===== src/rtl/core/rafk_pkg.sv =====
// ----------------------------------------------------------------------------
// rafk_pkg
// Shared widths, angle constants, register indexes, the arctangent table and
// small helpers of the arm forward kinematics unit.
// ----------------------------------------------------------------------------
package rafk_pkg;

    localparam int STEP_W  = 32;   // motor step count
    localparam int F_W     = 21;   // packed register field
    localparam int CFG_W   = 63;   // widest configuration register
    localparam int ANG_W   = 32;   // angle, 2^-22 degree
    localparam int CS_W    = 32;   // CORDIC x/y, 2^-30
    localparam int POS_W   = 24;   // output coordinate
    localparam int LANES   = 5;    // sine/cosine evaluations per pose
    localparam int PROD_W  = STEP_W + F_W + 1;

    localparam int CORDIC_ITERATIONS_DEF = 24;

    // 360 degrees is 45 * 2^25 in angle units; steps*dps*4 >> 25 = prod >> 23
    localparam int QUO_LSB        = 23;
    localparam int MOD45_SIGN_ADJ = 7;     // -2^31 mod 45
    localparam int RECIP_45       = 23302; // ceil(2^20 / 45)
    localparam int RECIP_SHIFT    = 20;

    localparam logic signed [ANG_W-1:0] DEG_90  = 32'sd377487360;
    localparam logic signed [ANG_W-1:0] DEG_180 = 32'sd754974720;
    localparam logic signed [ANG_W-1:0] DEG_360 = 32'sd1509949440;
    localparam logic signed [CS_W-1:0]  CORDIC_X0 = 32'sd652032874;
    localparam logic signed [63:0]      HALF_Q30 = 64'sd536870912;
    localparam logic signed [31:0]      OUT_MAX = 32'sd8388607;
    localparam logic signed [31:0]      OUT_MIN = -32'sd8388608;

    // CORDIC lane assignment
    localparam int LANE_BASE  = 0;   // a1
    localparam int LANE_SHLD  = 1;   // a2
    localparam int LANE_ELBOW = 2;   // a2+a3
    localparam int LANE_PITCH = 3;   // a2+a3+a4
    localparam int LANE_WRIST = 4;   // a5

    typedef enum logic [2:0] {
        REG_MODE     = 3'd0,
        REG_PIVOT    = 3'd1,
        REG_SHOULDER = 3'd2,
        REG_WRIST    = 3'd3,
        REG_UPPER    = 3'd4,
        REG_LOWER    = 3'd5,
        REG_DPS123   = 3'd6,
        REG_DPS45    = 3'd7
    } cfg_index_t;

    localparam logic [1:0] MODE_FIVE    = 2'd0;
    localparam logic [1:0] MODE_DERIVED = 2'd1;

    typedef struct packed {
        logic             valid;
        logic [LANES-1:0] neg;
    } cordic_ctl_t;

    function automatic logic signed [ANG_W-1:0] atan_deg(input logic [4:0] k);
        logic signed [ANG_W-1:0] r;
        case (k)
            5'd0:  r = 32'sd188743680;
            5'd1:  r = 32'sd111421900;
            5'd2:  r = 32'sd58872272;
            5'd3:  r = 32'sd29884485;
            5'd4:  r = 32'sd15000234;
            5'd5:  r = 32'sd7507429;
            5'd6:  r = 32'sd3754631;
            5'd7:  r = 32'sd1877430;
            5'd8:  r = 32'sd938729;
            5'd9:  r = 32'sd469366;
            5'd10: r = 32'sd234683;
            5'd11: r = 32'sd117342;
            5'd12: r = 32'sd58671;
            5'd13: r = 32'sd29335;
            5'd14: r = 32'sd14668;
            5'd15: r = 32'sd7334;
            5'd16: r = 32'sd3667;
            5'd17: r = 32'sd1833;
            5'd18: r = 32'sd917;
            5'd19: r = 32'sd458;
            5'd20: r = 32'sd229;
            5'd21: r = 32'sd115;
            5'd22: r = 32'sd57;
            5'd23: r = 32'sd29;
            5'd24: r = 32'sd14;
            5'd25: r = 32'sd7;
            5'd26: r = 32'sd4;
            5'd27: r = 32'sd2;
            5'd28: r = 32'sd1;
            default: r = '0;
        endcase
        return r;
    endfunction

    // wrap a sum of two wrapped angles back to [-180, 180)
    function automatic logic signed [ANG_W-1:0] wrap_sum(input logic signed [ANG_W:0] s);
        logic signed [ANG_W:0] hi;
        logic signed [ANG_W:0] full;
        logic signed [ANG_W:0] r;
        hi   = DEG_180;
        full = DEG_360;
        if (s >= hi) begin
            r = s - full;
        end else if (s < -hi) begin
            r = s + full;
        end else begin
            r = s;
        end
        return r[ANG_W-1:0];
    endfunction

    function automatic logic signed [63:0] round_q30(input logic signed [63:0] p);
        return (p + HALF_Q30) >>> 30;
    endfunction

    function automatic logic signed [F_W-1:0] field_s(input logic [CFG_W-1:0] r,
                                                      input int k);
        return $signed(r[F_W*k +: F_W]);
    endfunction

    function automatic logic [F_W-1:0] field_u(input logic [CFG_W-1:0] r, input int k);
        return r[F_W*k +: F_W];
    endfunction

    function automatic logic [POS_W-1:0] sat_pos(input logic signed [31:0] v);
        logic signed [31:0] r;
        if (v > OUT_MAX) begin
            r = OUT_MAX;
        end else if (v < OUT_MIN) begin
            r = OUT_MIN;
        end else begin
            r = v;
        end
        return r[POS_W-1:0];
    endfunction

endpackage


===== src/rtl/core/rafk_cordic_cell.sv =====
// ----------------------------------------------------------------------------
// rafk_cordic_cell
// One CORDIC rotation on all lanes, registered toward the next cell.
// ----------------------------------------------------------------------------
module rafk_cordic_cell #(
    parameter int SHIFT = 0
) (
    input  logic                                               aclk,
    input  logic                                               aresetn,
    input  logic                                               en,
    input  rafk_pkg::cordic_ctl_t                              ctl_in,
    input  logic [rafk_pkg::LANES-1:0][rafk_pkg::CS_W-1:0]     x_in,
    input  logic [rafk_pkg::LANES-1:0][rafk_pkg::CS_W-1:0]     y_in,
    input  logic [rafk_pkg::LANES-1:0][rafk_pkg::ANG_W-1:0]    z_in,
    output rafk_pkg::cordic_ctl_t                              ctl_reg,
    output logic [rafk_pkg::LANES-1:0][rafk_pkg::CS_W-1:0]     x_reg,
    output logic [rafk_pkg::LANES-1:0][rafk_pkg::CS_W-1:0]     y_reg,
    output logic [rafk_pkg::LANES-1:0][rafk_pkg::ANG_W-1:0]    z_reg
);
    import rafk_pkg::*;

    localparam logic signed [ANG_W-1:0] ATAN = atan_deg(5'(SHIFT));

    logic [LANES-1:0][CS_W-1:0]  x_next, y_next;
    logic [LANES-1:0][ANG_W-1:0] z_next;

    always_comb begin
        logic signed [CS_W-1:0]  xv, yv, dx, dy;
        logic signed [ANG_W-1:0] zv;
        for (int l = 0; l < LANES; l++) begin
            xv = $signed(x_in[l]);
            yv = $signed(y_in[l]);
            zv = $signed(z_in[l]);
            dx = yv >>> SHIFT;
            dy = xv >>> SHIFT;
            if (zv >= 0) begin
                x_next[l] = xv - dx;
                y_next[l] = yv + dy;
                z_next[l] = zv - ATAN;
            end else begin
                x_next[l] = xv + dx;
                y_next[l] = yv - dy;
                z_next[l] = zv + ATAN;
            end
        end
    end

    always_ff @(posedge aclk) begin
        if (en) begin
            ctl_reg.neg <= ctl_in.neg;
            x_reg       <= x_next;
            y_reg       <= y_next;
            z_reg       <= z_next;
        end
        if (!aresetn) begin
            ctl_reg.valid <= 1'b0;
        end else if (en) begin
            ctl_reg.valid <= ctl_in.valid;
        end
    end

endmodule


===== config.mk =====
export PLATFORM = sky130hd
export DESIGN_NAME = rafk_cordic_cell
export DESIGN_NICKNAME = d
export VERILOG_FILES = /design/src/rtl/core/rafk_pkg.sv /design/src/rtl/core/rafk_cordic_cell.sv
export SDC_FILE = /design/constraint.sdc
export NUM_CORES = 1
export LEC_CHECK = 0
export ABC_AREA = 1
export BUFFER_PORTS_ARGS = -buffer_cell sky130_fd_sc_hd__buf_2
export CAP_MARGIN = 5
export CELL_PAD_IN_SITES_DETAIL_PLACEMENT = 2
export CELL_PAD_IN_SITES_GLOBAL_PLACEMENT = 2
export CORE_AREA = 3 3 430 432
export DETAILED_ROUTE_END_ITERATION = 7
export DIE_AREA = 0 0 433 435
export HOLD_SLACK_MARGIN = 0.06
export PLACE_DENSITY = 0.79
export SYNTH_ARGS = -nofsm -noshare
export SYNTH_HDL_FRONTEND = slang
export SYNTH_SLANG_ARGS = --single-unit

===== constraint.sdc =====
create_clock -name aclk -period 2.9 [get_ports aclk]
set_clock_uncertainty 0.05 [all_clocks]
set_input_delay 0.435 -clock aclk [delete_from_list [all_inputs] [get_ports aclk]]
set_output_delay 0.435 -clock aclk [all_outputs]
set_load 0.03 [all_outputs]

# ---- Word-level counts from Yosys, hierarchy flattened
# Index checks and enable logic that the tools add are counted.
# Widths: inputs -> output; s select.
dict set report op_classes {
  add_sub_neg 25
  magnitude_cmp 5
  mux 15
}
# operator count
set ops {}
lappend ops {{$mux 32} 15}
lappend ops {{$sub 32x32->32} 10}
lappend ops {{$add 32x29->32 const B} 5}
lappend ops {{$add 32x32->32} 5}
lappend ops {{$ge 32x1->1 const B} 5}
lappend ops {{$sub 32x29->32 const B} 5}
dict set report word_totals {
  ff_bits 486
  out_inout_bits 486
  wordCells 62
}

# ---- Longest topological paths before layout
dict set report logic_depth {
  ltp_word 2
  mapped_depth 16
}

# ---- Worst setup path before layout
# No wires, ideal clock.
dict set report synth_path {
  path_kind {input -> register}
  startpoint {in z_in[127] in the netlist's numbering}
  endpoint {reg z_reg[125] in the netlist's numbering, data pin}
  setup_ns 0.259
  t_arrival_ns 2.250
  required_ns 2.591
  path_slack_ns 0.341
  cell_stages 11
  n_path_buf 3
  path_cell_list {clkbuf_1 > inv_1 > clkbuf_1 > clkbuf_1 > ha_1 > a21oi_1 > o21ai_0 > a21o_1 > nand3_1 > nand2_1 > xor2_1}
}
# element line_no
set synth_rtl {}
lappend synth_rtl {{start, declared} rafk_cordic_cell.sv:14} ;# input logic [rafk_pkg::LANES-1:0][rafk_pkg::ANG_W-1:0] z_in,
lappend synth_rtl {{end signal, assigned} rafk_cordic_cell.sv:53} ;# z_reg <= z_next;
lappend synth_rtl {{end, declared} rafk_cordic_cell.sv:18} ;# output logic [rafk_pkg::LANES-1:0][rafk_pkg::ANG_W-1:0] z_reg

==> impl_metrics.py <==
metrics = {
    "run_status": {
        "outcome": "completed",
    },
    "power": {
        "power.density_nw_per_um2": 481,
        "p_leak_nw": 35.7,
        "ir_drop_v": 0.000403,
    },
    "floorplanning": {
        "core_um2": 181000,
        "io_pins": 975,
        "fp-row-count": 156,
        "start_util_pct": 29.1,
        "die_w_um": 433,
        "die_height_um": 435,
        "die_area_um2": 188000,
    },
    "clocking": {
        "cts_root_buf": "clkbuf_16",
        "clkSlewWorstSetupHoldPaths_ps": 50,
        "clk_latency_ps": 690,
        "clkSinkCount": 481,
        "htreeDepth": 3,
        "cts_buffer_depth": 3,
        "cts_tree": "yes",
        "cts_buffers": 67,
    },
    "worst_hold_path": {
        "min-delay-start": "y_in[32]",
        "hp-class": "input port to flop",
        "whs_path_depth": 3,
    },
    "cells_and_area": {
        "drive_gt1_share_pct": 16.0,
        "finalNonFillerCells": 11900,
        "stdcell_area_um2": 65400,
        "nets": 10500,
        "areaGrowthSynthToFinish_pct": 24.3,
    },
    "worst_setup_path": {
        "path_max_fanout": 4,
        "r2r_cells": 3,
        "cp-end-kind": "flop",
        "critical_path_arrival_ps": 3020,
        "cp-start-kind": "input port",
        "worstReg2RegStart": "ctl_reg[5]",
        "critical_path_class": "input port to flop",
        "crit_required_ps": 3290,
        "setup.worst_path.start": "y_in[0]",
    },
    "timing": {
        "tns_ps": 0,
        "max_freq_ghz": 0.380,
        "rsz0062_at_grt": "no",
        "hold_violations": 0,
        "tightest_slew_ps": 805,
        "finalCriticalPeriod_ps": 2630,
        "setup_violations": 0,
        "relSlewSlack_pct": 46.3,
        "fin_crit_sh_pct": 90.7,
        "maxSlewViolCount": 0,
    },
    "synth": {
        "synthDistinctLibCells": 50,
        "ys_seq_elements": 481,
        "synth-seq-area-share_pct": 27.5,
        "synth_common_cells": "2733 x nand2_1, 1526 x inv_1, 757 x nand3_1",
        "syn-instance-count": 8198,
        "ys_async_sr_fraction_pct": 0,
        "yosys-top-cells-area": "edfxtp_1 27%, nand2_1 20%, ha_1 12%",
        "synth_ff_type": "edfxtp_1",
        "syn_avg_cell_area_um2": 6.41,
        "synth_most_common_cell": "nand2_1",
        "yosysTopAreaCellShare_pct": 27.4,
        "syn_nets": 9208,
        "synth_edf_count": 480,
        "syn-cell-area_um2": 52600,
        "ys_warn_count": 0,
        "yosysTopAreaCell": "edfxtp_1",
    },
    "place": {
        "globalplace.congestion": 0.965,
        "place_inst": 11700,
        "dpl_cell_area_um2": 61900,
        "portBuffers": 974,
        "post-dp-hpwl_mm": 239,
    },
    "route": {
        "viasPerCell": 5.00,
        "firstDrtPassIters": 5,
        "ant_nets": 0,
        "vias": 59700,
        "drc": 0,
        "initialDrtViolationCount": 2795,
        "wl_mm": 284,
        "wl_per_cell_um": 23.8,
    },
    "global_route": {
        "grt_start_max_net_pins": 69,
        "grt_pass1_wl_mm": 420,
        "grt-ovfl-total": 0,
        "grt_pass1_vias": 66400,
        "track_usage_pct": 29.4,
        "antenna_found_initial": 72,
    },
    "job": {
        "drv_cap": 0,
    },
}
==> cells in the final DEF, fill, tap and decap left out, types with 12 or more instances in the layout <==
cell           instances
nand2_1             2733
inv_1               1522
buf_2                973
nand3_1              757
nor2_1               624
ha_1                 502
edfxtp_1             480
a21oi_1              475
buf_4                331
o21ai_0              296
xor2_1               138
dlygate4sd3_1        123
nand4_1               88
o21bai_1              81
clkbuf_16             67
diode_2               38
and2_1                37
nor2_2                29
nor3_1                26
xnor2_1               23
nand2_2               21
fa_1                  19
inv_2                 12
o211ai_1              12
==> metal layers <==
layer | wire, um | global-route usage, % | share of wire, %
met1 | 110000 | 32.0 | 39
met2 | 144000 | 53.6 | 51
met3 | 10400 | 3.71 | 3.7
met4 | 19000 | 18.1 | 6.7
met5 | 136 | 0 | 0.048
==> repair_timing <==
action	CTS	global route
endpoints found under the hold margin	126	0
hold buffers	123	0
resized for setup	0	0
setup buffers	0	0
==> cells by family (layout without fill, tap and decap cells) <==
| group | count (synthesis) | in the layout | share of synthesized area, % |
|---|---|---|---|
| simple gates | 4359 | 4359 | 34.3 |
| flops | 481 | 481 | 27.5 |
| mux | 8 | 8 | 0.152 |
| other cells | 0 | 38 | 0 |
| compound gates | 914 | 914 | 9.38 |
| fa+ha+maj | 521 | 521 | 12.7 |
| buf+inv | 1753 | 3091 | 13.4 |
| xor+xnor | 162 | 162 | 2.71 |
==> path summary, 6_finish.rpt <==
check,to,slack [ps]
setup / recovery,x_reg[22],270
hold / removal,x_reg[32],140
setup reg to reg,ctl_reg[5],1610
hold reg to reg,ctl_reg[5],1090
==> worst max-delay path: stages <==
cell           delay (ps)
dlygate4sd3_1         520
buf_2                 140
ha_1                  270
fa_1                  490
inv_1                 140
nand2_1                70
nand3_1               160
nand2_1               100
nand2_1               230
nand2_1               130
nand2_1                90
nand2_1                50
nand3_1               100
nand2_1                70
==> cell type report <==
class,count,area [um2]
repair buffers,1439,8820
flip-flops and latches,481,14400
clock inverters,41,469
clock buffers,76,1720
fillers,22300,116000
diodes,38,95.1
multi-input cells,5964,31100
inverters,1535,5760
well taps,2370,2970
==> stage by stage <==
step	utilization [%]	setup WS (ps)	power [W]	hold WS (ps)
floorplan	-	341	0.0169	478
global placement	34.2	45.0	0.0220	474
detailed placement	34.2	-5.75	0.0225	498
CTS	36.1	383	0.0316	66.0
global route	36.1	176	0.0332	120
finish	36.1	271	0.0315	137
==> power breakdown <==
part	internal, W	total (W)	switching [W]
Clock	0.00500	0.00876	0.00376
Combinational	0.00393	0.0134	0.00952
Sequential	0.00883	0.00927	0.000441
Power figures use the tool's default switching activity.
