## src/rtl/core/rafk_pkg.sv

```systemverilog
// ----------------------------------------------------------------------------
// rafk_pkg
// Shared widths, angle constants, register indexes, the arctangent table and
// small helpers of the arm forward kinematics unit.
// ----------------------------------------------------------------------------
package rafk_pkg;

    localparam int STEP_W  = 32;   // motor step count
    localparam int F_W     = 21;   // packed register field
    localparam int CFG_W   = 63;   // widest configuration register
    localparam int ANG_W   = 32;   // angle, 2^-22 degree
    localparam int CS_W    = 32;   // CORDIC x/y, 2^-30
    localparam int POS_W   = 24;   // output coordinate
    localparam int LANES   = 5;    // sine/cosine evaluations per pose
    localparam int PROD_W  = STEP_W + F_W + 1;

    localparam int CORDIC_ITERATIONS_DEF = 24;

    // 360 degrees is 45 * 2^25 in angle units; steps*dps*4 >> 25 = prod >> 23
    localparam int QUO_LSB        = 23;
    localparam int MOD45_SIGN_ADJ = 7;     // -2^31 mod 45
    localparam int RECIP_45       = 23302; // ceil(2^20 / 45)
    localparam int RECIP_SHIFT    = 20;

    localparam logic signed [ANG_W-1:0] DEG_90  = 32'sd377487360;
    localparam logic signed [ANG_W-1:0] DEG_180 = 32'sd754974720;
    localparam logic signed [ANG_W-1:0] DEG_360 = 32'sd1509949440;
    localparam logic signed [CS_W-1:0]  CORDIC_X0 = 32'sd652032874;
    localparam logic signed [63:0]      HALF_Q30 = 64'sd536870912;
    localparam logic signed [31:0]      OUT_MAX = 32'sd8388607;
    localparam logic signed [31:0]      OUT_MIN = -32'sd8388608;

    // CORDIC lane assignment
    localparam int LANE_BASE  = 0;   // a1
    localparam int LANE_SHLD  = 1;   // a2
    localparam int LANE_ELBOW = 2;   // a2+a3
    localparam int LANE_PITCH = 3;   // a2+a3+a4
    localparam int LANE_WRIST = 4;   // a5

    typedef enum logic [2:0] {
        REG_MODE     = 3'd0,
        REG_PIVOT    = 3'd1,
        REG_SHOULDER = 3'd2,
        REG_WRIST    = 3'd3,
        REG_UPPER    = 3'd4,
        REG_LOWER    = 3'd5,
        REG_DPS123   = 3'd6,
        REG_DPS45    = 3'd7
    } cfg_index_t;

    localparam logic [1:0] MODE_FIVE    = 2'd0;
    localparam logic [1:0] MODE_DERIVED = 2'd1;

    typedef struct packed {
        logic             valid;
        logic [LANES-1:0] neg;
    } cordic_ctl_t;

    function automatic logic signed [ANG_W-1:0] atan_deg(input logic [4:0] k);
        logic signed [ANG_W-1:0] r;
        case (k)
            5'd0:  r = 32'sd188743680;
            5'd1:  r = 32'sd111421900;
            5'd2:  r = 32'sd58872272;
            5'd3:  r = 32'sd29884485;
            5'd4:  r = 32'sd15000234;
            5'd5:  r = 32'sd7507429;
            5'd6:  r = 32'sd3754631;
            5'd7:  r = 32'sd1877430;
            5'd8:  r = 32'sd938729;
            5'd9:  r = 32'sd469366;
            5'd10: r = 32'sd234683;
            5'd11: r = 32'sd117342;
            5'd12: r = 32'sd58671;
            5'd13: r = 32'sd29335;
            5'd14: r = 32'sd14668;
            5'd15: r = 32'sd7334;
            5'd16: r = 32'sd3667;
            5'd17: r = 32'sd1833;
            5'd18: r = 32'sd917;
            5'd19: r = 32'sd458;
            5'd20: r = 32'sd229;
            5'd21: r = 32'sd115;
            5'd22: r = 32'sd57;
            5'd23: r = 32'sd29;
            5'd24: r = 32'sd14;
            5'd25: r = 32'sd7;
            5'd26: r = 32'sd4;
            5'd27: r = 32'sd2;
            5'd28: r = 32'sd1;
            default: r = '0;
        endcase
        return r;
    endfunction

    // wrap a sum of two wrapped angles back to [-180, 180)
    function automatic logic signed [ANG_W-1:0] wrap_sum(input logic signed [ANG_W:0] s);
        logic signed [ANG_W:0] hi;
        logic signed [ANG_W:0] full;
        logic signed [ANG_W:0] r;
        hi   = DEG_180;
        full = DEG_360;
        if (s >= hi) begin
            r = s - full;
        end else if (s < -hi) begin
            r = s + full;
        end else begin
            r = s;
        end
        return r[ANG_W-1:0];
    endfunction

    function automatic logic signed [63:0] round_q30(input logic signed [63:0] p);
        return (p + HALF_Q30) >>> 30;
    endfunction

    function automatic logic signed [F_W-1:0] field_s(input logic [CFG_W-1:0] r,
                                                      input int k);
        return $signed(r[F_W*k +: F_W]);
    endfunction

    function automatic logic [F_W-1:0] field_u(input logic [CFG_W-1:0] r, input int k);
        return r[F_W*k +: F_W];
    endfunction

    function automatic logic [POS_W-1:0] sat_pos(input logic signed [31:0] v);
        logic signed [31:0] r;
        if (v > OUT_MAX) begin
            r = OUT_MAX;
        end else if (v < OUT_MIN) begin
            r = OUT_MIN;
        end else begin
            r = v;
        end
        return r[POS_W-1:0];
    endfunction

endpackage

```

## src/rtl/core/rafk_joint_angle.sv

```systemverilog
// ----------------------------------------------------------------------------
// rafk_joint_angle
// Two-stage step count to joint angle: product, then wrap to [-180, 180).
// ----------------------------------------------------------------------------
module rafk_joint_angle (
    input  logic                                 aclk,
    input  logic                                 en,
    input  logic signed [rafk_pkg::STEP_W-1:0]   steps,
    input  logic        [rafk_pkg::F_W-1:0]      dps,
    output logic signed [rafk_pkg::ANG_W-1:0]    angle_reg
);
    import rafk_pkg::*;

    logic signed [PROD_W-1:0] prod_reg, prod_next;
    logic [PROD_W-QUO_LSB-1:0] quo_u;
    logic [24:0]  low;
    logic [13:0]  sum1;
    logic [12:0]  fold;
    logic [27:0]  recip_prod;
    logic [7:0]   quo45;
    logic [12:0]  rem;
    logic [30:0]  ang_u;
    logic signed [ANG_W-1:0] angle_next;

    assign prod_next = steps * $signed({1'b0, dps});

    // 2^12 = 1 mod 45: fold 12-bit chunks, then one reciprocal divide
    always_comb begin
        quo_u      = prod_reg[PROD_W-1:QUO_LSB];
        low        = {prod_reg[QUO_LSB-1:0], 2'b00};
        sum1       = 14'(quo_u[11:0]) + 14'(quo_u[23:12]) + 14'(quo_u[30:24])
                   + (prod_reg[PROD_W-1] ? 14'(MOD45_SIGN_ADJ) : 14'd0);
        fold       = 13'(sum1[11:0]) + 13'(sum1[13:12]);
        recip_prod = 28'(fold) * 28'(RECIP_45);
        quo45      = recip_prod[RECIP_SHIFT +: 8];
        rem        = fold - 13'(quo45) * 13'd45;
        ang_u      = {rem[5:0], low};
        if (ang_u >= 31'(DEG_180)) begin
            angle_next = $signed(32'(ang_u)) - DEG_360;
        end else begin
            angle_next = $signed(32'(ang_u));
        end
    end

    always_ff @(posedge aclk) begin
        if (en) begin
            prod_reg  <= prod_next;
            angle_reg <= angle_next;
        end
    end

endmodule

```

## config.mk

```make
export PLATFORM = sky130hd
export DESIGN_NAME = rafk_joint_angle
export DESIGN_NICKNAME = d
export VERILOG_FILES = /design/src/rtl/core/rafk_pkg.sv /design/src/rtl/core/rafk_joint_angle.sv
export SDC_FILE = /design/constraint.sdc
export NUM_CORES = 2
export LEC_CHECK = 0
export BUFFER_PORTS_ARGS = -buffer_cell sky130_fd_sc_hd__buf_2
export CORE_MARGIN = 2
export CORE_UTILIZATION = 50
export CTS_CLUSTER_DIAMETER = 100
export DETAILED_ROUTE_END_ITERATION = 8
export GPL_TIMING_DRIVEN = 0
export PLACE_DENSITY = 0.69
export SYNTH_ARGS = -nofsm -noshare
export SYNTH_HDL_FRONTEND = slang
export SYNTH_SLANG_ARGS = --single-unit
```

## constraint.sdc

```tcl
create_clock -name aclk -period 13.2 [get_ports aclk]
set_input_delay 0.66 -clock aclk [delete_from_list [all_inputs] [get_ports aclk]]
set_output_delay 0.66 -clock aclk [all_outputs]
set_load 0.03 [all_outputs]
```

After elaboration in Yosys (flattened, before gate mapping)

Cells that the tools add are included.

Word-level logic and storage cells: 15
Register bits: 86
Output and inout port bits: 32

Order comparisons: 1
$add $sub $neg: 6
$mul: 3
Mux-type cells: 2

Operators by type and width:

| kind                                                                                  | number |
|---|---|
| 32-bit by 22-bit multiplier with 54-bit output                                        | 1 |
| 31-bit by 31-bit subtractor with 32-bit output, second input constant                 | 1 |
| 31-bit by 30-bit greater-or-equal comparator with 1-bit output, second input constant | 1 |
| 31-bit two-way mux                                                                    | 1 |
| 13-bit by 14-bit multiplier with 27-bit output, second input constant                 | 1 |
| 13-bit by 7-bit adder with 14-bit output                                              | 1 |
| 14-bit by 3-bit adder with 14-bit output                                              | 1 |
| 12-bit by 12-bit adder with 13-bit output                                             | 1 |
| 12-bit by 2-bit adder with 13-bit output                                              | 1 |
| 8-bit by 6-bit multiplier with 6-bit output, second input constant                    | 1 |
| 6-bit subtractor                                                                      | 1 |
| 3-bit two-way mux                                                                     | 1 |

Longest topological paths before layout

Word-level depth: 9
Gate-level depth with buffers: 54

Least setup slack after synthesis

No wires, ideal clock.

Path type: flip-flop to flip-flop
From: register prod_reg[37]
To: register angle_reg[25] in the netlist's numbering (data pin)
Buffers on the path: 0
Arrival time: 11.236 ns
Library setup time: 0.267 ns
Slack: 1.697 ns
Cell stages (with the launch flop): 52
Required time: 12.933 ns
Period minus slack after synthesis: 11.503 ns
Path through: edfxtp_1 > inv_1 > fa_1 > fa_1 > inv_1 > ha_1 > a211oi_2 > o21bai_1 > a2111o_1 > nand3_1 > a21boi_0 > o21ai_0 > nand2b_1 > a21oi_1 > xnor2_1 > ha_1 > inv_1 > fa_1 > [... 16 more ...] > o211ai_1 > a31oi_1 > o21ai_1 > a21oi_1 > xnor2_1 > ha_1 > ha_1 > fa_1 > ha_1 > inv_1 > ha_1 > a21oi_1 > xnor2_1 > xnor2_1 > xnor3_1 > a31o_4 > and3_2 > xnor2_1

Cells in the longest elaborated chain, start to end: 9

RTL lines:

| element                                                                                                                          | RTL line                                       | source |
|---|---|---|
| start: declaration                                                                                                               | rafk_joint_angle.sv:14                         | `logic signed [PROD_W-1:0] prod_reg, prod_next;` |
| start signal: assignment                                                                                                         | rafk_joint_angle.sv:47                         | `prod_reg <= prod_next;` |
| 12-bit by 12-bit adder with 13-bit output (*)                                                                                    | rafk_joint_angle.sv:31                         | `sum1 = 14'(quo_u[11:0]) + 14'(quo_u[23:12]) + 14'(quo_u[30:24])` |
| 13-bit by 7-bit adder with 14-bit output (*)                                                                                     | rafk_joint_angle.sv:31                         |  |
| 14-bit by 3-bit adder with 14-bit output (*)                                                                                     | rafk_joint_angle.sv:32                         | `+ (prod_reg[PROD_W-1] ? 14'(MOD45_SIGN_ADJ) : 14'd0);` |
| 12-bit by 2-bit adder with 13-bit output (*)                                                                                     | rafk_joint_angle.sv:33                         | `fold = 13'(sum1[11:0]) + 13'(sum1[13:12]);` |
| 13-bit by 14-bit multiplier with 27-bit output                                                                                   | rafk_joint_angle.sv:34                         | `recip_prod = 28'(fold) * 28'(RECIP_45);` |
| 8-bit by 6-bit multiplier with 6-bit output                                                                                      | rafk_joint_angle.sv:36                         | `rem = fold - 13'(quo45) * 13'd45;` |
| 6-bit subtractor (*)                                                                                                             | rafk_joint_angle.sv:36                         |  |
| 31-bit by 31-bit subtractor with 32-bit output or 31-bit by 30-bit greater-or-equal comparator with 1-bit output (tied branches) | rafk_joint_angle.sv:39, rafk_joint_angle.sv:38 |  |
| 31-bit two-way mux (*)                                                                                                           | rafk_joint_angle.sv:38                         | `if (ang_u >= 31'(DEG_180)) begin` |
| named net angle_next[25]                                                                                                         | rafk_joint_angle.sv:23                         | `logic signed [ANG_W-1:0] angle_next;` |
| end signal: assignment                                                                                                           | rafk_joint_angle.sv:48                         | `angle_reg <= angle_next;` |
| end: declaration                                                                                                                 | rafk_joint_angle.sv:10                         | `output logic signed [rafk_pkg::ANG_W-1:0] angle_reg` |

Mark *: on every way through the listed nets, which the timed path passes. The rest lies on a longest branch.
A chain may end at the register's enable or synchronous reset.

Worst setup path in the final report

From: register prod_reg[49]
To: register angle_reg[25] in the netlist's numbering (data pin)

Cells in the longest elaborated chain, start to end: 8

RTL lines:

| element                                                                                                                          | RTL line |
|---|---|
| 13-bit by 7-bit adder with 14-bit output (*)                                                                                     | rafk_joint_angle.sv:31 |
| 14-bit by 3-bit adder with 14-bit output (*)                                                                                     | rafk_joint_angle.sv:32 |
| 12-bit by 2-bit adder with 13-bit output (*)                                                                                     | rafk_joint_angle.sv:33 |
| 13-bit by 14-bit multiplier with 27-bit output                                                                                   | rafk_joint_angle.sv:34 |
| 8-bit by 6-bit multiplier with 6-bit output                                                                                      | rafk_joint_angle.sv:36 |
| 6-bit subtractor (*)                                                                                                             | rafk_joint_angle.sv:36 |
| 31-bit by 31-bit subtractor with 32-bit output or 31-bit by 30-bit greater-or-equal comparator with 1-bit output (tied branches) | rafk_joint_angle.sv:39, rafk_joint_angle.sv:38 |
| 31-bit two-way mux (*)                                                                                                           | rafk_joint_angle.sv:38 |
| named net angle_next[25]                                                                                                         | rafk_joint_angle.sv:23 |

Marked as above.

==> flow_summary.toml <==
[worst_setup_path]
worst-path-max-fanout = 7
crit_required_ns = 13.28
cp_num_cells = 51
r2r_setup_slack_ns = 0.76
timing.critical_path.to = "angle_reg[25]"
crit_buf_inv = 6
cp_slowest_cell = "fa_1"
path_class = "reg2reg"
worstPathArrival_ns = 12.53
end_kind = "register"
r2r_cells = 51
r2r-end = "angle_reg[25]"
critPathLaunch = "prod_reg[49]"
r2r_start = "prod_reg[49]"
critPathLaunchType = "register"
max_stage_delay_ns = 0.54
cp_top_family = "adder cells"
crit_path_frequent_cell = "ha_1"

[detailed_routing]
dr.first_iter.drc_count = 1351
firstDrtPassIters = 7
routedWlPerCell_um = 19.6
drc = 0
wl_met3_um = 7110
route.met2.wl_um = 37300
vias = 22000
top_layer_used = "met4"
met1_length_um = 33400
wirelength_um = 81200
ant_nets = 0
avgViaCountPerCell = 5.29

[clocking]
root_buffer = "clkbuf_16"
clock-sinks = 84
cts_buffer_depth = 2
htreeDepth = 3
insertion_delay_ns = 0.34
hold_buffers = 0
cts_tree = "done"
cts_buffers = 9
clk_pin_slew_ns = 0.07

[yosys]
yosysWarnings = 0
yosys_register_bits = 84
netlist_instances = 3262
synth.cell_area_um2 = 30400
synth_edf_count = 84
ys_types = 64
async_flop_share_pct = 0
syn_area_per_cell_um2 = 9.33
synth_ff_type = "edfxtp_1"
ys_seq_area_share_pct = 8.29

[floorplanning]
fp.dieH_um = 251
core_um2 = 60200
ios = 87
num_rows = 90
fp.dieArea_um2 = 62900
die_x_um = 251
start_util_pct = 50.5

[timing]
slew_viol_final = 0
fin_skew_ns = 0.00511
setup_viol = 0
hold_viol = 0
post-route-min-period_ns = 12.44
fmaxAchievable_mhz = 80.4
rsz0062_at_grt = "false"
setup_ws_ns = 0.757
worst_pin_slew_ns = 1.33
fin_setup_tns_ns = 0
fin_crit_sh_pct = 94.3
worst_slew_margin_rel_pct = 11.5

[placed_design]
dp_slack_ns = 0.217
gp_congestion = 0.963
port_buffers = 84
hpwl_um = 70500

[grt]
grt_max_degree = 56
grt_pass1_wl_um = 130000
grt_pass1_vias = 23500
antenna_found_initial = 5
track_usage_pct = 27.2
grt_overflow = 0

[cells_and_area]
mostFrequentLayoutCells = "inv_1, fa_1, nand2_1, ha_1, and2_1"
final_common_cell = "inv_1"
drive_gt1_share_pct = 3.83
fillers = 5487
largest_register_ffs = 54
syn2layout_area_growth_pct = 5.89
multi_input_area_um2 = 24200
nets = 4401
regArea_um2 = 2520

[min_path]
hp-class = "reg2reg"
hp-start = "prod_reg[16]"

[flow_run]
drv_cap = 0

[run_status]
outcome = "complete, no violations"
## Yosys cell counts, types with 5 or more instances
master / n / area, µm²
o21a_1: 9 / 67.6
o21ai_0: 45 / 225
xor2_1: 27 / 236
fa_1: 723 / 14500
edfxtp_1: 84 / 2520
a21o_1: 31 / 233
nand3_1: 17 / 85.1
a31oi_1: 5 / 31.3
clkbuf_1: 138 / 518
nor4_1: 7 / 43.8
nor2b_1: 11 / 68.8
nor2_1: 46 / 173
nand4_1: 12 / 75.1
a21boi_0: 5 / 37.5
and2_1: 225 / 1410
ha_1: 262 / 3280
nor3b_1: 5 / 37.5
a21oi_1: 71 / 355
a211oi_1: 7 / 52.6
xnor2_1: 70 / 613
nand2_1: 492 / 1850
nor3_1: 19 / 95.1
nand2b_1: 12 / 75.1
o21bai_1: 8 / 60.1
inv_1: 866 / 3250
## worst min path at each step
stage                     slack, ns  cells after the start       endpoint
after floorplan                0.43                      0  angle_reg[14]
after global placement         0.43                      0  angle_reg[20]
after detailed placement       0.44                      0  angle_reg[20]
after CTS                      0.45                      0  angle_reg[20]
after global routing           0.47                      0  angle_reg[19]
final                          0.46                      0  angle_reg[18]
## area by class of cell
class,count,share of cell area (%)
plain buffers,140,1.65
flip-flops and latches,84,7.83
well taps,782,3.04
clock inverters,7,0.245
clock buffers,9,0.699
multi-input cells,2173,75.0
diodes,3,0.0233
repair buffers,87,1.44
inverters,866,10.1
## per-layer routing
| layer | track usage (%) | up-vias |
|---|---|---|
| li1 | - | 9762 |
| met1 | 37.2 | 11100 |
| met2 | 44.0 | 925 |
| met3 | 4.42 | 175 |
| met4 | 9.79 | 0 |
| met5 | 0 | - |
## metrics by stage
stage	cell area, µm²	hold slack, ns	util, %	cells
floorplan	30400	0.427	-	3263
global placement	31800	0.433	52.9	4129
detailed placement	31900	0.436	52.9	4130
CTS	32200	0.453	53.4	4146
global route	32200	0.474	53.5	4148
finish	32200	0.455	53.5	4151
## repair_timing
item | 4_1_cts | 5_1_grt
endpoints found under the hold margin | 0 | 0
gates resized for setup | 0 | 6
buffers inserted | 0 | 2
setup endpoints to repair | 0 | 7
## kinds of logic after synthesis
| logic type | count (synthesis) | share of synthesized area (%) |
|---|---|---|
| mux | 2 | 0.0658 |
| buf+inv | 1006 | 12.4 |
| fa+ha+maj | 985 | 58.3 |
| compound gates | 221 | 4.69 |
| xor+xnor | 98 | 2.86 |
| simple gates | 865 | 13.3 |
| other cells | 1 | 0.0123 |
| flops | 84 | 8.29 |
Power is left out: the tool's default activity adds up to more than one toggle a clock period on the data nets, which glitch-free logic cannot reach.
